File: src/design/ccd_pkg.sv
`timescale 1ns / 1ps
// ----------------------------------------------------------------------------
// ccd_pkg
// Shared types and constants of the chunked container deframer.
// ----------------------------------------------------------------------------
package ccd_pkg;
  localparam int MAX_CHUNKS = 256;
  localparam int TBL_AW = (MAX_CHUNKS > 1) ? $clog2(MAX_CHUNKS) : 1;
  localparam int TBL_DW = 64;

  localparam logic [2:0] KIND_PAYLOAD = 3'd0;
  localparam logic [2:0] KIND_START = 3'd1;
  localparam logic [2:0] KIND_ENC = 3'd2;
  localparam logic [2:0] KIND_ERROR = 3'd3;
  localparam logic [2:0] KIND_DONE = 3'd4;

  localparam logic [3:0] ERR_MAGIC = 4'd0;
  localparam logic [3:0] ERR_SHORT = 4'd1;
  localparam logic [3:0] ERR_FORMAT = 4'd2;
  localparam logic [3:0] ERR_COUNT = 4'd3;
  localparam logic [3:0] ERR_MODE = 4'd4;
  localparam logic [3:0] ERR_FRAME = 4'd5;
  localparam logic [3:0] ERR_KEYSIZE = 4'd6;
  localparam logic [3:0] ERR_IVSIZE = 4'd7;
  localparam logic [3:0] ERR_ENCTYPE = 4'd8;
  localparam logic [3:0] ERR_ARC4 = 4'd9;
  localparam logic [3:0] ERR_NOSIZE = 4'd10;
  localparam logic [3:0] ERR_EARLY = 4'd11;

  localparam logic [1:0] MODE_N = 2'd0;
  localparam logic [1:0] MODE_Z = 2'd1;
  localparam logic [1:0] MODE_E = 2'd2;

  typedef enum logic [12:0] {
    PH_MAGIC = 13'h0001, PH_HSIZE = 13'h0002, PH_FMT = 13'h0004,
    PH_COUNT = 13'h0008, PH_TABLE = 13'h0010, PH_MODE = 13'h0020,
    PH_EKSZ = 13'h0040, PH_EKEY = 13'h0080, PH_EIVSZ = 13'h0100,
    PH_EIV = 13'h0200, PH_ETYPE = 13'h0400, PH_DATA = 13'h0800,
    PH_IDLE = 13'h1000
  } phase_t;

  typedef struct packed {
    logic [2:0] kind;
    logic [7:0] payload_byte;
    logic [23:0] chunk_number;
    logic [1:0] chunk_mode;
    logic [31:0] decoded_size;
    logic [63:0] key_name;
    logic [31:0] iv_word;
    logic [3:0] error_code;
    logic last;
  } result_t;
endpackage

File: src/design/ccd_outq.sv
`timescale 1ns / 1ps
// ----------------------------------------------------------------------------
// ccd_outq
// Four-entry result queue between the parser and the output channel.
// ----------------------------------------------------------------------------
module ccd_outq (
  input  logic clk,
  input  logic rst_n,
  input  logic push0,
  input  logic push1,
  input  ccd_pkg::result_t data0,
  input  ccd_pkg::result_t data1,
  output logic space,
  output logic out_valid,
  input  logic out_ready,
  output ccd_pkg::result_t head
);
  import ccd_pkg::*;

  result_t q_r [4];
  logic [1:0] wp_r, rp_r;
  logic [2:0] cnt_r;
  logic pop;
  logic [1:0] n_push;

  assign pop = out_valid && out_ready;
  assign out_valid = cnt_r != 3'd0;
  assign head = q_r[rp_r];
  assign n_push = {1'b0, push0} + {1'b0, push1};
  // Room for two more results, without counting a pop this cycle.
  assign space = cnt_r <= 3'd2;

  always_ff @(posedge clk) begin
    if (!rst_n) begin
      wp_r <= '0;
      rp_r <= '0;
      cnt_r <= '0;
    end else begin
      if (push0) q_r[wp_r] <= data0;
      if (push1) q_r[push0 ? wp_r + 2'd1 : wp_r] <= data1;
      wp_r <= wp_r + n_push;
      if (pop) rp_r <= rp_r + 2'd1;
      cnt_r <= cnt_r + {1'b0, n_push} - {2'b0, pop};
    end
  end

`ifndef SYNTHESIS
  a_no_overflow: assert property (@(posedge clk) disable iff (!rst_n)
    cnt_r <= 3'd4) else $error("result queue overflow");
  a_push_room: assert property (@(posedge clk) disable iff (!rst_n)
    (push0 || push1) |-> cnt_r <= 3'd3) else $error("push without room");
  a_pop_nonempty: assert property (@(posedge clk) disable iff (!rst_n)
    pop |-> cnt_r != 3'd0) else $error("pop from empty queue");
`endif
endmodule

File: config.mk
export PLATFORM = sky130hd
export DESIGN_NAME = ccd_outq
export DESIGN_NICKNAME = d
export VERILOG_FILES = /design/src/design/ccd_pkg.sv /design/src/design/ccd_outq.sv
export SDC_FILE = /design/constraint.sdc
export NUM_CORES = 1
export LEC_CHECK = 0
export CAP_MARGIN = 20
export CELL_PAD_IN_SITES_DETAIL_PLACEMENT = 0
export CELL_PAD_IN_SITES_GLOBAL_PLACEMENT = 1
export CORE_MARGIN = 2
export CORE_UTILIZATION = 31
export CTS_CLUSTER_DIAMETER = 80
export DETAILED_ROUTE_END_ITERATION = 12
export DONT_BUFFER_PORTS = 1
export PLACE_DENSITY_LB_ADDON = 0.08
export SYNTH_ARGS = -nofsm -noshare
export SYNTH_HDL_FRONTEND = slang
export SYNTH_SLANG_ARGS = --single-unit
File: constraint.sdc
create_clock -name clk -period 17.18 [get_ports clk]
set_input_delay 0.859 -clock clk [delete_from_list [all_inputs] [get_ports clk]]
set_output_delay 0.859 -clock clk [all_outputs]
set_load 0.02 [all_outputs]
==> impl_summary.log, run 1 <==
INFO  metric finalCritPeriodShare = 0.281
INFO  metric rows = 120
INFO  metric max-slew-margin-rel = 0.310
INFO  metric route.vias.total = 16,200
INFO  metric ys_seq_area_frac = 0.617
INFO  metric pin_count_of_the_biggest_net_entering_global_routing = 122
INFO  metric die_y = 332 µm
INFO  metric most_frequently_used_flop_master_after_synthesis = sky130_fd_sc_hd__edfxtp_1
INFO  metric min-delay-path-class = in -> reg
INFO  metric n_fill_cell = 10,100
INFO  metric synth_area_per_cell = 19.4 µm²
INFO  metric time_the_worst_path_needs_with_i_o_delays_and_setup = 4.82 ns
INFO  metric regToRegSetupSlack = 12.62 ns
INFO  metric grt_antenna_before_repair = 3
INFO  metric syn-cell-area = 0.0334 mm²
INFO  metric htree_levels = 3
INFO  metric p_leak = roughly 12 nW
INFO  metric max_freq = 0.207 GHz
INFO  metric yosys.cell_count.top_type = sky130_fd_sc_hd__edfxtp_1
INFO  metric critPathArrivalTime = ~4.0 ns
INFO  metric mappedNetlistNets = slightly above 2,000
INFO  metric cts_hold_buf = 0
INFO  metric multi_input_comb_area = 0.0120 mm²
INFO  metric run_status = completed
INFO  metric synth-edff-count = 680
INFO  metric wire_length_reported_by_the_detailed_router = between 90,000 and 100,000 µm
INFO  metric place.gp.congestion = 0.703
INFO  metric synth.yosys.warnings = 0
INFO  metric register_area = approximately 0.021 mm²
INFO  metric global_route.usage.total = 0.170
INFO  metric number_of_global_route_vias_before_repair = between 15,000 and 20,000
INFO  metric clock_insertion_delay_worst_skew = approximately 0.66 ns
INFO  metric drc = 0
INFO  metric drt_pass1_iterations = 4
INFO  metric setup-tns-final = 0 ns
INFO  metric fp.dieArea = 0.110 mm²
INFO  metric power-per-cell-area = ~130 mW/mm²
INFO  metric post_cts_setup_driven_buffer_insertion_count = 0
INFO  metric initial_drc_count = 1,080
INFO  metric cts_buffer_depth = 3
INFO  metric port_buffers = 0
INFO  metric place_inst = roughly 3,000
INFO  metric power.ir.vdd_worst = 64.2 µV
INFO  metric wl_per_cell = slightly below 30 µm
INFO  metric clk_root_buffer_cell = sky130_fd_sc_hd__clkbuf_16
INFO  metric cts-buffers-inserted = 84
INFO  metric worstSetupPathType = reg -> out
INFO  metric num-nets-final = between 2,000 and 2,500
INFO  metric tightest_slew = roughly 1.0 ns
INFO  metric detailedPlacementHpwl = 55,900 µm
INFO  metric initial_utilization = 0.312
INFO  metric synth.area.top_cells = sky130_fd_sc_hd__edfxtp_1 (61%), sky130_fd_sc_hd__mux2_2 (22%), sky130_fd_sc_hd__mux4_2 (11%)
INFO  metric design_power_total = roughly 5 mW
INFO  metric slew_violations = 0
INFO  metric post-synth-top-area-cell = sky130_fd_sc_hd__edfxtp_1
INFO  metric synth.cells.most_frequent = sky130_fd_sc_hd__edfxtp_1 (680), sky130_fd_sc_hd__mux2_2 (642), sky130_fd_sc_hd__mux4_2 (170), sky130_fd_sc_hd__buf_2 (53), sky130_fd_sc_hd__mux2_1 (38)
INFO  metric antenna_cells_inserted = 0
INFO  metric overflow = 0
INFO  metric layout-area-overhead-vs-synth = 11.6%
INFO  metric chipWidth = about 330 µm
INFO  metric synth_cell_types = 38
INFO  metric cap_viol_max_count = 0
INFO  metric synthArstFlopShare = 0
INFO  metric cp_data_required_time = 16.32 ns
INFO  metric hold_violations = 0
INFO  metric finalClockSkew = about 0.028 ns
INFO  metric post-synth-top-area-fraction = 0.612
INFO  metric avgViaCountPerCell = 5.08
INFO  metric rsz_0062_raised_after_global_routing = no
INFO  metric tritoncts = yes
INFO  metric final_core_utilization = 0.348
INFO  metric pin_count = 517
INFO  metric crit_path_start_kind = flop
INFO  metric grt_pass1_wl = 135,000 µm
INFO  metric fp.coreArea = 0.107 mm²
INFO  metric antenna_left = 0
INFO  metric number_of_synthesized_register_bits = 689
INFO  metric post_route_cells_drive_above_1_share = 0.538
INFO  metric postCtsResizedCells = 0
INFO  metric clock-sinks = 689
INFO  metric report.final.setup_viol = 0
INFO  metric setup.worst_path.end_class = output port
INFO  metric cts.clk_slew.worst_paths = about 0.050 ns
INFO  metric final_cells = approximately 3,200
INFO  metric gate_count_post_synth = 1,720
INFO  metric crit_fanout = 39
power breakdown:
group	switching, mW	total [mW]	leakage, nW	internal, mW
Clock	0.707	1.68	1.24	0.970
Sequential	0.0585	2.08	6.31	2.02
Combinational	0.677	1.11	4.07	0.432
stage by stage:
step           hold slack (ns)  worst slack [ns]  area, µm²
3_5_place_dp             0.555             12.58      34700
6_report                 0.345             12.36      37300
2_1_floorplan            0.520              2.66      33400
5_1_grt                  0.299             11.96      37300
4_1_cts                  0.278             12.11      37300
3_3_place_gp             0.554             12.63      34700
worst max-delay path: stages (launching register included):
cell                      delay, ns
sky130_fd_sc_hd__dfxtp_4       0.94
sky130_fd_sc_hd__buf_4         0.73
sky130_fd_sc_hd__buf_4         0.77
sky130_fd_sc_hd__mux4_2        0.72
path summary, 6_finish.rpt:
path / start / end / depth (start not counted)
setup / recovery: flop / head[98] / 3
hold / removal: rst_n / wp_r[1]$_SDFF_PN0_ / 1
setup reg to reg: wp_r[0]$_SDFF_PN0_ / q_r[2][164]$_DFFE_PP_ / 7
hold reg to reg: rp_r[0]$_SDFFE_PN0P_ / flop / 2
sequential cells by signal (all words and copies together), names as in the netlist, named ones only:
signal	flops
wp_r	2
cnt_r	3
rp_r	2
q_r	680
cell families (layout without fill, tap and decap cells):
| family | count (synthesis) | after routing | synth area share |
|---|---|---|---|
| flip-flops | 689 | 689 | 0.617 |
| multiplexers | 850 | 850 | 0.344 |
| AO/OA/AOI/OAI | 14 | 14 | 0.00379 |
| buffers and inverters | 123 | 182 | 0.0232 |
| XOR/XNOR | 6 | 6 | 0.00157 |
| adder cells (fa/ha/maj) | 10 | 10 | 0.00397 |
| AND/OR/NAND/NOR | 28 | 28 | 0.00585 |
layout by cell type (no fill, tap or decap), drive strengths merged, types with 2 or more instances in the layout:
master	Yosys	routed
clkinv	0	29
a21boi	4	4
nand2	2	2
buf	100	27
edfxtp	680	680
dfxtp	9	9
mux2	680	680
clkbuf	16	113
o21ai	4	4
nand3b	2	2
nor3b	4	4
ha	9	9
nor2b	6	6
xnor2	5	5
and2	7	7
mux4	170	170
inv	7	10
and3	2	2
bufinv	0	3
metal layers:
layer	part of all wire	up-vias	global-route usage
met5	0.00014	-	0
met4	0.023	2	0.0440
met3	0.093	119	0.0723
met2	0.50	458	0.290
met1	0.39	8496	0.196
li1	-	7105	-
layout make-up:
class                           count  area share
Inverter                            7    0.000705
Multi-Input combinational cell    908       0.323
Clock inverter                     35     0.00709
Clock buffer                      113      0.0611
Sequential cell                   689       0.553
Tap cell                         1403      0.0471
Timing Repair Buffer               27     0.00746
Power figures use the tool's default switching activity.
==> run 2: changes to the inputs <==
clock period = 4.5 ns   (was 17.18 ns; I/O delays follow)
==> run 2 against run 1 <==
Compared with the run above:
- highest routed layer unchanged
- sequential share of layout area fell by 7.4 points
- final cell count rose by 18%
- sequential power rose to 3.8 times the previous value
- worst setup slack got worse by 11 ns
- largest cell class unchanged
- critical path depth rose by 4
- non-clock buffer count rose by 540
- flip-flop and latch count did not move
- first-iteration DRC count rose by 11%
- power rose to 4.0 times the previous value
- critical endpoint is now q_r[0][95]$_DFFE_PP_
==> impl_summary.log, run 2 (synthesized netlist as in run 1, its figures left out) <==
INFO  metric wire_length_reported_by_the_detailed_router = 104,000 µm
INFO  metric critPathArrivalTime = approximately 4 ns
INFO  metric largest_register_ff_count = 680
INFO  metric finalCritPeriodShare = 0.791
INFO  metric report.final.setup_viol = 0
INFO  metric number_of_global_route_vias_before_repair = 21,400
INFO  metric crit_path_top_delay_cell = sky130_fd_sc_hd__buf_12
INFO  metric whs_path_depth = 2
INFO  metric design_power_total = 19.5 mW
INFO  metric setup-tns-final = 0 ns
INFO  metric cp_data_required_time = approximately 4.9 ns
INFO  metric initial_drc_count = 1,195
INFO  metric cts-buffers-inserted = 86
INFO  metric cts_hold_buf = 514
INFO  metric cts_buffer_depth = 3
INFO  metric layout-area-overhead-vs-synth = 28.9%
INFO  metric cp_cell_sequence = inv_1 -> ha_4 -> and3b_1 -> o21ai_4 -> buf_12 -> mux2_2 -> dlygate4sd3_1
INFO  metric initial_utilization = 0.312
INFO  metric cap_viol_max_count = 0
INFO  metric post_cts_setup_driven_buffer_insertion_count = 0
INFO  metric route.vias.total = 18,800
INFO  metric rsz_0062_raised_after_global_routing = no
INFO  metric p_leak = about 14 nW
INFO  metric timing.critical_path.slowest_cell_delay = 0.60 ns
INFO  metric fin_worst_hold_slack = 0.124 ns
INFO  metric final_core_utilization = 0.402
INFO  metric clock_insertion_delay_worst_skew = 0.64 ns
INFO  metric regToRegSetupSlack = 0.94 ns
INFO  metric grt_pass1_wl = around 150,000 µm
INFO  metric drt_pass1_iterations = 5
INFO  metric pin_count_of_the_biggest_net_entering_global_routing = around 110
INFO  metric power.ir.vdd_worst = 238 µV
INFO  metric time_the_worst_path_needs_with_i_o_delays_and_setup = between 3 and 4 ns
INFO  metric overflow = 0
INFO  metric min-delay-path-class = in -> reg
INFO  metric num-nets-final = 2,614
INFO  metric biggestRegsByFlops = q_r (680), cnt_r (3)
INFO  metric tritoncts = yes
INFO  metric grt_antenna_before_repair = 15
INFO  metric avgViaCountPerCell = approximately 5.0
INFO  metric antenna_left = 0
INFO  metric chipWidth = 332 µm
INFO  metric fp.dieArea = about 0.11 mm²
INFO  metric crit_fanout = 104
INFO  metric hold_violations = 0
INFO  metric cts.clk_slew.worst_paths = 0.06 ns
INFO  metric setup.worst_path.end_class = flop
INFO  metric clock-sinks = between 600 and 700
INFO  metric r2r-end = q_r[0][95]$_DFFE_PP_
INFO  metric drc = 0
INFO  metric max_freq = 0.281 GHz
INFO  metric cp_top_family = buffers and inverters
INFO  metric finalClockSkew = 0.0122 ns
INFO  metric power-per-cell-area = 453 mW/mm²
INFO  metric layout.cells.most_common_list = sky130_fd_sc_hd__edfxtp_1 (680), sky130_fd_sc_hd__mux2_2 (642), sky130_fd_sc_hd__dlygate4sd3_1 (514)
INFO  metric htree_levels = 3
INFO  metric global_route.usage.total = 0.187
INFO  metric slew_violations = 0
INFO  metric tightest_slew = roughly 0.9 ns
INFO  metric rows = 120
INFO  metric port_buffers = 0
INFO  metric run_status = completed
INFO  metric worst_r2r_path_depth = 7
INFO  metric post_route_cells_drive_above_1_share = 0.428
INFO  metric max-slew-margin-rel = 0.405
INFO  metric worstSetupPathType = reg -> reg
INFO  metric r2r_start = wp_r[1]$_SDFF_PN0_
INFO  metric regMostFlops = q_r
INFO  metric detailedPlacementHpwl = 59,000 µm
INFO  metric crit_buf_inv = 3
INFO  metric clk_root_buffer_cell = sky130_fd_sc_hd__clkbuf_16
INFO  metric hold_path_end = q_r[2][24]$_DFFE_PP_
INFO  metric postCtsResizedCells = 0
INFO  metric pin_count = 517
INFO  metric wl_per_cell = 27.9 µm
INFO  metric fp.coreArea = 0.107 mm²
INFO  metric crit_path_start_kind = flop
INFO  metric die_y = between 300 and 400 µm
INFO  metric place.gp.congestion = about 0.73
INFO  metric mostFrequentLayoutCell = sky130_fd_sc_hd__edfxtp_1
INFO  metric hold_path_startpoint = rst_n
run 2: cell count changes in the layout (fill, tap and decap cells not counted), moves of 2 or more:
cell	previous run	this run
sky130_fd_sc_hd__clkinv_8	2	0
sky130_fd_sc_hd__clkbuf_16	87	89
sky130_fd_sc_hd__clkinv_1	16	26
sky130_fd_sc_hd__clkinv_2	11	18
sky130_fd_sc_hd__buf_12	6	28
sky130_fd_sc_hd__inv_6	3	5
sky130_fd_sc_hd__dlygate4sd3_1	0	514
sky130_fd_sc_hd__diode_2	0	12
sky130_fd_sc_hd__clkbuf_1	26	15
sky130_fd_sc_hd__buf_4	21	25
run 2: routing by layer:
layer,wire [µm],track usage,vias to the layer above
met4,2000,0.0432,12
met2,53100,0.327,535
met3,6760,0.0556,149
met5,85,0,-
li1,-,-,8236
met1,42500,0.225,9901
run 2: layout make-up:
type / count / area (µm²)
fillers: 9808 / 63900
flip-flops and latches: 689 / 20600
multi-input cells: 908 / 12100
repair buffers: 567 / 5890
clock buffers: 104 / 2280
well taps: 1403 / 1760
clock inverters: 54 / 359
diodes: 12 / 30.0
inverters: 7 / 26.3
run 2: worst max-delay path by stage:
stage	from	slack, ns	end	depth (start not counted)
detailed placement	wp_r[1]$_SDFF_PN0_	1.51	q_r[1][51]$_DFFE_PP_	7
finish	wp_r[1]$_SDFF_PN0_	0.94	q_r[0][95]$_DFFE_PP_	7
global placement	wp_r[1]$_SDFF_PN0_	1.60	q_r[0][109]$_DFFE_PP_	6
global route	wp_r[1]$_SDFF_PN0_	0.81	q_r[3][152]$_DFFE_PP_	7
floorplan	wp_r[0]$_SDFF_PN0_	0.004	q_r[0][0]$_DFFE_PP_	6
CTS	wp_r[1]$_SDFF_PN0_	0.97	q_r[0][143]$_DFFE_PP_	7
run 2: where the power goes:
group | total (mW) | leakage [nW] | internal [mW] | switching, mW
Clock | 6.60 | 1.31 | 3.83 | 2.78
Sequential | 7.90 | 6.31 | 7.70 | 0.204
Combinational | 4.98 | 6.43 | 2.10 | 2.88
run 2: through the flow:
stage | instances | area, µm² | worst slack, ns
after global placement | 3060 | 35200 | 1.60
after CTS | 3732 | 43000 | 0.969
after global routing | 3740 | 43000 | 0.805
after detailed placement | 3060 | 35200 | 1.51
final | 3744 | 43000 | 0.942
after floorplan | 1720 | 33400 | 0.00436
run 2: worst register-to-register path, stage by stage (launching register included):
cell and delay (ns):
sky130_fd_sc_hd__dfxtp_1 0.59, sky130_fd_sc_hd__inv_1 0.20, sky130_fd_sc_hd__ha_4 0.35, sky130_fd_sc_hd__and3b_1 0.21
sky130_fd_sc_hd__o21ai_4 0.22, sky130_fd_sc_hd__buf_12 0.60, sky130_fd_sc_hd__mux2_2 0.59, sky130_fd_sc_hd__dlygate4sd3_1 0.56
==> run 3: changes to the inputs <==
clock period = 3.1 ns   (was 4.5 ns; I/O delays follow)
==> run 3 against run 2 <==
Compared with the run above:
- global-route usage is 0.13 points higher
- maximum frequency increased by 18%
- count of clock-buffer cells in the layout grew 13
- largest cell class unchanged
==> impl_summary.log, run 3 (synthesized netlist as in run 1, its figures left out) <==
INFO  metric run_status = completed
INFO  metric crit_fanout = 29
INFO  metric whs_path_depth = 3
INFO  metric n_fill_cell = 9,818
INFO  metric tightest_slew = about 0.7 ns
INFO  metric final_core_utilization = 0.406
INFO  metric global_route.usage.total = 0.188
INFO  metric pin_count_of_the_biggest_net_entering_global_routing = 82
INFO  metric place_inst = 3,085
INFO  metric overflow = 0
INFO  metric cp_cell_sequence = inv_4 -> ha_4 -> and3b_1 -> o21ai_4 -> buf_12 -> buf_12 -> mux2_2 -> dlygate4sd3_1
INFO  metric max_freq = 0.332 GHz
INFO  metric worstSetupPathType = reg -> reg
INFO  metric mostFrequentLayoutCell = sky130_fd_sc_hd__edfxtp_1
INFO  metric clock-sinks = 689
INFO  metric layout.cells.most_common_list = sky130_fd_sc_hd__edfxtp_1 (680), sky130_fd_sc_hd__mux2_2 (642), sky130_fd_sc_hd__dlygate4sd3_1 (516)
INFO  metric place.gp.congestion = 0.729
INFO  metric avgViaCountPerCell = 5.03
INFO  metric layout-area-overhead-vs-synth = 30.0%
INFO  metric biggestRegsByFlops = q_r (680), cnt_r (3)
INFO  metric crit_path_top_delay_cell = sky130_fd_sc_hd__dlygate4sd3_1
INFO  metric cp_data_required_time = 3.49 ns
INFO  metric hold_violations = 0
INFO  metric p_leak = 14.2 nW
INFO  metric max-slew-margin-rel = 0.546
INFO  metric initial_utilization = 0.312
INFO  metric r2r_start = wp_r[0]$_SDFF_PN0_
INFO  metric die_y = 332 µm
INFO  metric slew_violations = 0
INFO  metric detailedPlacementHpwl = 62,300 µm
INFO  metric number_of_global_route_vias_before_repair = about 21,000
INFO  metric pin_count = 517
INFO  metric route.vias.total = ~19,000
INFO  metric fp.coreArea = roughly 0.11 mm²
INFO  metric regToRegSetupSlack = roughly 0.087 ns
INFO  metric time_the_worst_path_needs_with_i_o_delays_and_setup = 3.01 ns
INFO  metric cp_top_family = buffers and inverters
INFO  metric wire_length_reported_by_the_detailed_router = between 100,000 and 150,000 µm
INFO  metric drt_pass1_iterations = 7
INFO  metric crit_path_start_kind = flop
INFO  metric hold_path_startpoint = push0
INFO  metric largest_register_ff_count = 680
INFO  metric drc = 0
INFO  metric rsz_0062_raised_after_global_routing = no
INFO  metric htree_levels = 3
INFO  metric grt_pass1_wl = 152,000 µm
INFO  metric final_cells = 3,761
INFO  metric critPathArrivalTime = 3.40 ns
INFO  metric finalClockSkew = slightly above 0.02 ns
INFO  metric hold_path_end = q_r[1][8]$_DFFE_PP_
INFO  metric crit_buf_inv = 4
INFO  metric rows = 120
INFO  metric report.final.setup_viol = 0
INFO  metric cts.clk_slew.worst_paths = about 0.060 ns
INFO  metric power.ir.vdd_worst = 395 µV
INFO  metric cts_buffer_depth = 3
INFO  metric num-nets-final = ~2,600
INFO  metric cts-buffers-inserted = 85
INFO  metric initial_drc_count = between 1,000 and 1,500
INFO  metric port_buffers = 0
INFO  metric cap_viol_max_count = 0
INFO  metric timing.critical_path.slowest_cell_delay = 0.56 ns
INFO  metric post_cts_setup_driven_buffer_insertion_count = 0
INFO  metric clk_root_buffer_cell = sky130_fd_sc_hd__clkbuf_16
INFO  metric finalCritPeriodShare = 0.972
INFO  metric tritoncts = yes
INFO  metric worst_r2r_path_depth = 8
INFO  metric min-delay-path-class = in -> reg
INFO  metric grt_antenna_before_repair = 16
INFO  metric regMostFlops = q_r
INFO  metric antenna_left = 0
INFO  metric post_route_cells_drive_above_1_share = 0.432
INFO  metric wl_per_cell = 27.9 µm
INFO  metric chipWidth = between 300 and 400 µm
INFO  metric r2r-end = q_r[0][90]$_DFFE_PP_
INFO  metric clock_insertion_delay_worst_skew = 0.65 ns
INFO  metric setup.worst_path.end_class = flop
INFO  metric power-per-cell-area = 650 mW/mm²
INFO  metric crit_path_frequent_cell = sky130_fd_sc_hd__buf_12
INFO  metric fp.dieArea = 0.110 mm²
-- run 3: repair_timing --
action | in CTS | in global routing
setup endpoints to repair | 0 | 71
endpoints found under the hold margin | 706 | 0
hold buffers | 516 | 0
resized for setup | 0 | 8
-- run 3: per-stage QoR --
stage | hold WS (ns) | power [mW] | setup WS [ns] | area, µm² | TNS [ns]
after CTS | 0.0437 | 28.7 | 0.0176 | 43300 | 0
after floorplan | 0.356 | 16.5 | -1.31 | 33500 | -764.88
after global routing | 0.0676 | 29.4 | 0.00854 | 43400 | 0
after detailed placement | 0.284 | 18.5 | 0.575 | 35600 | 0
final | 0.0879 | 28.2 | 0.0871 | 43400 | 0
after global placement | 0.282 | 18.5 | 0.600 | 35600 | 0
-- run 3: power breakdown --
part | internal (mW) | switching, mW
clock | 5.32 | 3.93
sequential | 11.2 | 0.279
combinational | 3.21 | 4.27
-- run 3: per-layer routing --
layer  vias up  wire length [µm]  GRT usage
met5         -               123          0
met4        18              2570     0.0504
met3       160              7600     0.0616
met2       542             52000      0.321
met1      9930             42500      0.227
li1       8278                 -          -
-- run 3: area by class of cell --
class / instances / area, µm² / area share
Clock inverter: 33 / 226 / 0.00522
Tap cell: 1403 / 1760 / 0.0405
Inverter: 7 / 28.8 / 0.000663
Sequential cell: 689 / 20600 / 0.475
Antenna cell: 9 / 22.5 / 0.000519
Clock buffer: 117 / 2300 / 0.0530
Timing Repair Buffer: 595 / 6350 / 0.146
Multi-Input combinational cell: 908 / 12100 / 0.278
-- run 3: how the worst max path moves through the flow --
stage,from,cells past startpoint,end,slack [ns]
detailed placement,wp_r[1]$_SDFF_PN0_,7,q_r[0][166]$_DFFE_PP_,0.57
finish,wp_r[0]$_SDFF_PN0_,8,q_r[0][90]$_DFFE_PP_,0.09
floorplan,wp_r[0]$_SDFF_PN0_,6,q_r[0][0]$_DFFE_PP_,-1.31
CTS,wp_r[1]$_SDFF_PN0_,8,q_r[0][156]$_DFFE_PP_,0.02
global route,wp_r[0]$_SDFF_PN0_,8,q_r[0][90]$_DFFE_PP_,0.009
global placement,wp_r[1]$_SDFF_PN0_,7,q_r[3][131]$_DFFE_PP_,0.60
-- run 3: worst min-delay path, cell delays in order --
cell,delay (ns)
sky130_fd_sc_hd__a221oi_2,0.06
sky130_fd_sc_hd__nor2b_4,0.16
sky130_fd_sc_hd__buf_4,0.21
